--- src/sv/psd_pkg.sv ---
// ----------------------------------------------------------------------------
// psd_pkg
// Shared types and constants for the port scan detector.
// ----------------------------------------------------------------------------
`default_nettype none

package psd_pkg;

  localparam int unsigned SOURCE_SLOTS_DEF     = 64;
  localparam int unsigned PORTS_PER_SOURCE_DEF = 32;

  localparam int unsigned ADDR_W    = 32;
  localparam int unsigned PORT_W    = 16;
  localparam int unsigned PROTO_W   = 8;
  localparam int unsigned TIME_W    = 64;
  localparam int unsigned THR_W     = 16;
  localparam int unsigned WMS_W     = 27;
  localparam int unsigned NSMS_W    = 20;
  localparam int unsigned WNS_W     = WMS_W + NSMS_W;
  localparam int unsigned OUTCOME_W = 3;
  localparam int unsigned CFG_IDX_W = 8;
  localparam int unsigned CFG_DAT_W = 32;

  localparam logic [NSMS_W-1:0]  NS_PER_MS = NSMS_W'(1000000);
  localparam logic [PROTO_W-1:0] PROTO_TCP = PROTO_W'(6);

  localparam logic [CFG_IDX_W-1:0] REG_ENABLE    = CFG_IDX_W'(0);
  localparam logic [CFG_IDX_W-1:0] REG_THRESHOLD = CFG_IDX_W'(1);
  localparam logic [CFG_IDX_W-1:0] REG_WINDOW    = CFG_IDX_W'(2);

  localparam logic [THR_W-1:0] THRESHOLD_RST = THR_W'(20);
  localparam logic [WMS_W-1:0] WINDOW_RST    = WMS_W'(5000);

  typedef enum logic [OUTCOME_W-1:0] {
    OC_IGNORED    = 3'd0,
    OC_NEW        = 3'd1,
    OC_TABLE_FULL = 3'd2,
    OC_RESTART    = 3'd3,
    OC_REPEAT     = 3'd4,
    OC_ADDED      = 3'd5,
    OC_ALERT      = 3'd6,
    OC_LIST_FULL  = 3'd7
  } outcome_t;

  // write command broadcast along the slot row
  typedef struct packed {
    logic              alloc;
    logic              upd;
    logic [ADDR_W-1:0] src;
    logic [TIME_W-1:0] tstamp;
  } cell_cmd_t;

endpackage

`default_nettype wire

--- src/sv/psd_cell.sv ---
// ----------------------------------------------------------------------------
// psd_cell
// One source slot: address match, port count and last update time.
// ----------------------------------------------------------------------------
`default_nettype none

module psd_cell #(
  parameter int unsigned CELL_IDX = 0,
  parameter int unsigned SW       = 6,
  parameter int unsigned CW       = 6
) (
  input  wire logic                       clk,
  input  wire logic                       rst_n,
  input  wire psd_pkg::cell_cmd_t         cmd,
  input  wire logic [SW-1:0]              cmd_idx,
  input  wire logic [CW-1:0]              cmd_cnt,
  input  wire logic [psd_pkg::ADDR_W-1:0] key,
  input  wire logic                       prev_valid,
  output logic                            valid,
  output logic                            hit,
  output logic                            free,
  output logic [CW-1:0]                   cnt,
  output logic [psd_pkg::TIME_W-1:0]      tstamp
);
  import psd_pkg::*;

  logic              valid_r;
  logic [ADDR_W-1:0] src_r;
  logic [CW-1:0]     cnt_r;
  logic [TIME_W-1:0] time_r;
  logic              sel;

  assign sel = (cmd.alloc || cmd.upd) && (cmd_idx == SW'(CELL_IDX));

  always_ff @(posedge clk) begin
    if (!rst_n) begin
      valid_r <= 1'b0;
    end else if (sel && cmd.alloc) begin
      valid_r <= 1'b1;
    end
  end

  always_ff @(posedge clk) begin
    if (sel) begin
      if (cmd.alloc) begin
        src_r <= cmd.src;
      end
      cnt_r  <= cmd_cnt;
      time_r <= cmd.tstamp;
    end
  end

  assign valid  = valid_r;
  assign hit    = valid_r && (src_r == key);
  // slots fill in order: first empty slot after a used neighbor
  assign free   = prev_valid && !valid_r;
  assign cnt    = cnt_r;
  assign tstamp = time_r;

endmodule

`default_nettype wire

--- config.mk ---
export PLATFORM = sky130hd
export DESIGN_NAME = psd_cell
export DESIGN_NICKNAME = d
export VERILOG_FILES = /design/src/sv/psd_pkg.sv /design/src/sv/psd_cell.sv
export SDC_FILE = /design/constraint.sdc
export NUM_CORES = 1
export LEC_CHECK = 0
export BUFFER_PORTS_ARGS = -buffer_cell sky130_fd_sc_hd__clkbuf_2
export CAP_MARGIN = 20
export CORE_MARGIN = 10
export CORE_UTILIZATION = 45
export DETAILED_ROUTE_END_ITERATION = 8
export GPL_ROUTABILITY_DRIVEN = 1
export GPL_TIMING_DRIVEN = 0
export MAX_ROUTING_LAYER = met4
export PLACE_DENSITY = 0.87
export SETUP_SLACK_MARGIN = 0.15
export SLEW_MARGIN = 20
export SYNTH_ARGS = -nofsm -noshare
export SYNTH_HDL_FRONTEND = slang
export SYNTH_SLANG_ARGS = --single-unit
export TNS_END_PERCENT = 50
--- constraint.sdc ---
create_clock -name clk -period 5.6 [get_ports clk]
set_input_delay 0.84 -clock clk [delete_from_list [all_inputs] [get_ports clk]]
set_output_delay 0.84 -clock clk [all_outputs]
set_load 0.03 [all_outputs]
==> metrics.yaml <==
grt.overflow.total: 0
p_per_area_nw_per_um2: 278
grt_max_degree: 37
die_w_microns: 108
arrival_ps: 2050
drtIter0Drc: 99
dieArea_sq_um: 11600
core-area_sq_um: 7610
place_inst: 473
vias_per_cell: 4.52
antenna_cells: 0
hpwl_microns: 8020
status: "complete, no violations"
leakage_nw: 2.09
grt_usage: 0.165
vias: 2212
stdcell_count: 489
antenna_left: 0
cts_setup_buffers: 0
ys_seq_elements: 103
worst_pin_slew_ps: 750
setup_tns_ps: 0
areaGrowthSynthToFinish_pct: 41.3
layout-drive-gt1-share: 0.610
cap_violations: 0
syn_nets: 298
numCtsBuffers: 9
rsz0062_at_grt: "false"
p_sw_w: 0.000294
clockRootBuffer: "clkbuf_8"
clockBufferDepth: 2
cts_tree: "done"
hold_class: "reg -> reg"
nets: 527
dr.pass1.iters: 5
placementRows: 32
netlist_area_sq_um: 3480
start_kind: "input port"
grt_pass1_wl_microns: 13600
timing.final.crit_share: 0.515
final-hold-violation-count: 0
worstPathMaxFanout: 1
fmax_ghz: 0.347
postCtsResizedCells: 0
cts_sinks: 103
antenna_found_initial: 0
clock_latency_ps: 340
pwr-share-comb: 0.059
slew_headroom: 0.500
ir_worst_vdd_uv: 202
p_clk_frac: 0.316
syn_inst: 153
fp.dieH_microns: 108
finalSetupViolations: 0
path_clk_slew_ps: 90
p_int_w: 0.00107
place.port_buffers: 217
wire_per_inst_microns: 19.5
ctsHtreeMaxLevel: 3
p_sw_frac: 0.215
grt_pass1_vias: 2503
avgSynthCellArea_sq_um: 22.7
critical_path_class: "in -> out"
drc_errors: 0
slew_viol_final: 0
cp-end-kind: "output port"
synth-warning-count: 0
routed_wl_microns: 9510
skew_ps: 0
place.gp.congestion: 0.828
period_minus_slack_ps: 2890
cts_hold_buf: 0
synth_cell_type_count: 14
io_pins: 218
yosysSeqAreaShare: 0.886
required_ps: 4760
pwr-share-seq: 0.626
initial_core_util: 0.457
[cell usage in the layout (no fill, tap or decap), types with 2 or more instances in the layout]
cell type and count:
clkbuf_2 217, edfxtp_1 102, xor2_1 31, clkbuf_8 9, nor4_1 8, nand3_1 2
inv_6 2, clkinv_4 2, clkinv_8 2
[power by group through the flow]
stage | clock [W] | combinational [W] | sequential (W)
2_1_floorplan | 0 | 0.0000124 | 0.000882
3_3_place_gp | 0 | 0.0000764 | 0.000872
3_5_place_dp | 0 | 0.0000813 | 0.000872
4_1_cts | 0.000447 | 0.0000814 | 0.000855
5_1_grt | 0.000476 | 0.0000883 | 0.000855
6_report | 0.000431 | 0.0000804 | 0.000855
[layer usage]
metal / part of all wire / vias up / wire length [microns] / track usage
li1: - / 1053 / - / -
met1: 0.33 / 1003 / 3170 / 0.154
met2: 0.54 / 140 / 5090 / 0.278
met3: 0.10 / 16 / 978 / 0.0784
met4: 0.029 / 0 / 272 / 0.0830
met5: 0 / - / 0 / -
[final timing paths]
check,cells past startpoint,startpoint,endpoint,slack (ps)
min reg2reg,1,valid$_SDFFE_PN0P_,valid$_SDFFE_PN0P_,540
max,6,key[25],hit,2710
max reg2reg,1,valid$_SDFFE_PN0P_,valid$_SDFFE_PN0P_,4980
min,1,valid$_SDFFE_PN0P_,valid$_SDFFE_PN0P_,540
[Yosys cell counts]
cell	count	area share
nor2_1	1	0.0011
nor2b_1	1	0.0018
and3_1	1	0.0018
nor4_1	8	0.014
nand3_1	2	0.0029
nand4_1	1	0.0018
xnor2_1	1	0.0025
xor2_1	31	0.078
edfxtp_1	102	0.88
o21a_1	1	0.0022
o211a_1	1	0.0029
nor3_2	1	0.0029
dfxtp_1	1	0.0058
nor3_1	1	0.0014
[cell families after synthesis]
group           synth area share
simple gates              0.0281
compound gates           0.00504
flops                      0.886
xor+xnor                  0.0806
[critical path, cell delays in order]
cell      delay (ps)
clkbuf_2          90
xor2_1           150
nor4_1           350
nand4_1          200
nor3_2           200
clkbuf_2         220
[registers in the layout, summed over array words and instances (netlist names)]
signal	count
cnt	6
tstamp	64
src_r	32
valid	1
[final cells by class]
class                   count  area, sq um
clock buffers              10          128
clock inverters             6         67.6
fillers                   552         2690
multi-input cells          50          404
flip-flops and latches    103         3080
well taps                 102          128
repair buffers            218         1110
[per-stage QoR]
step                hold slack, ps  setup slack, ps  total power, W  cell area, sq um   util
finish                         535             2710         0.00137              4920  0.646
global route                   562             2650         0.00142              4920  0.646
CTS                            539             2660         0.00138              4920  0.646
detailed placement             516             2660        0.000954              4720  0.621
global placement               497             2080        0.000949              4690  0.617
floorplan                      669             2530        0.000895              3480      -
No activity file was read; power rests on OpenSTA's default activity.
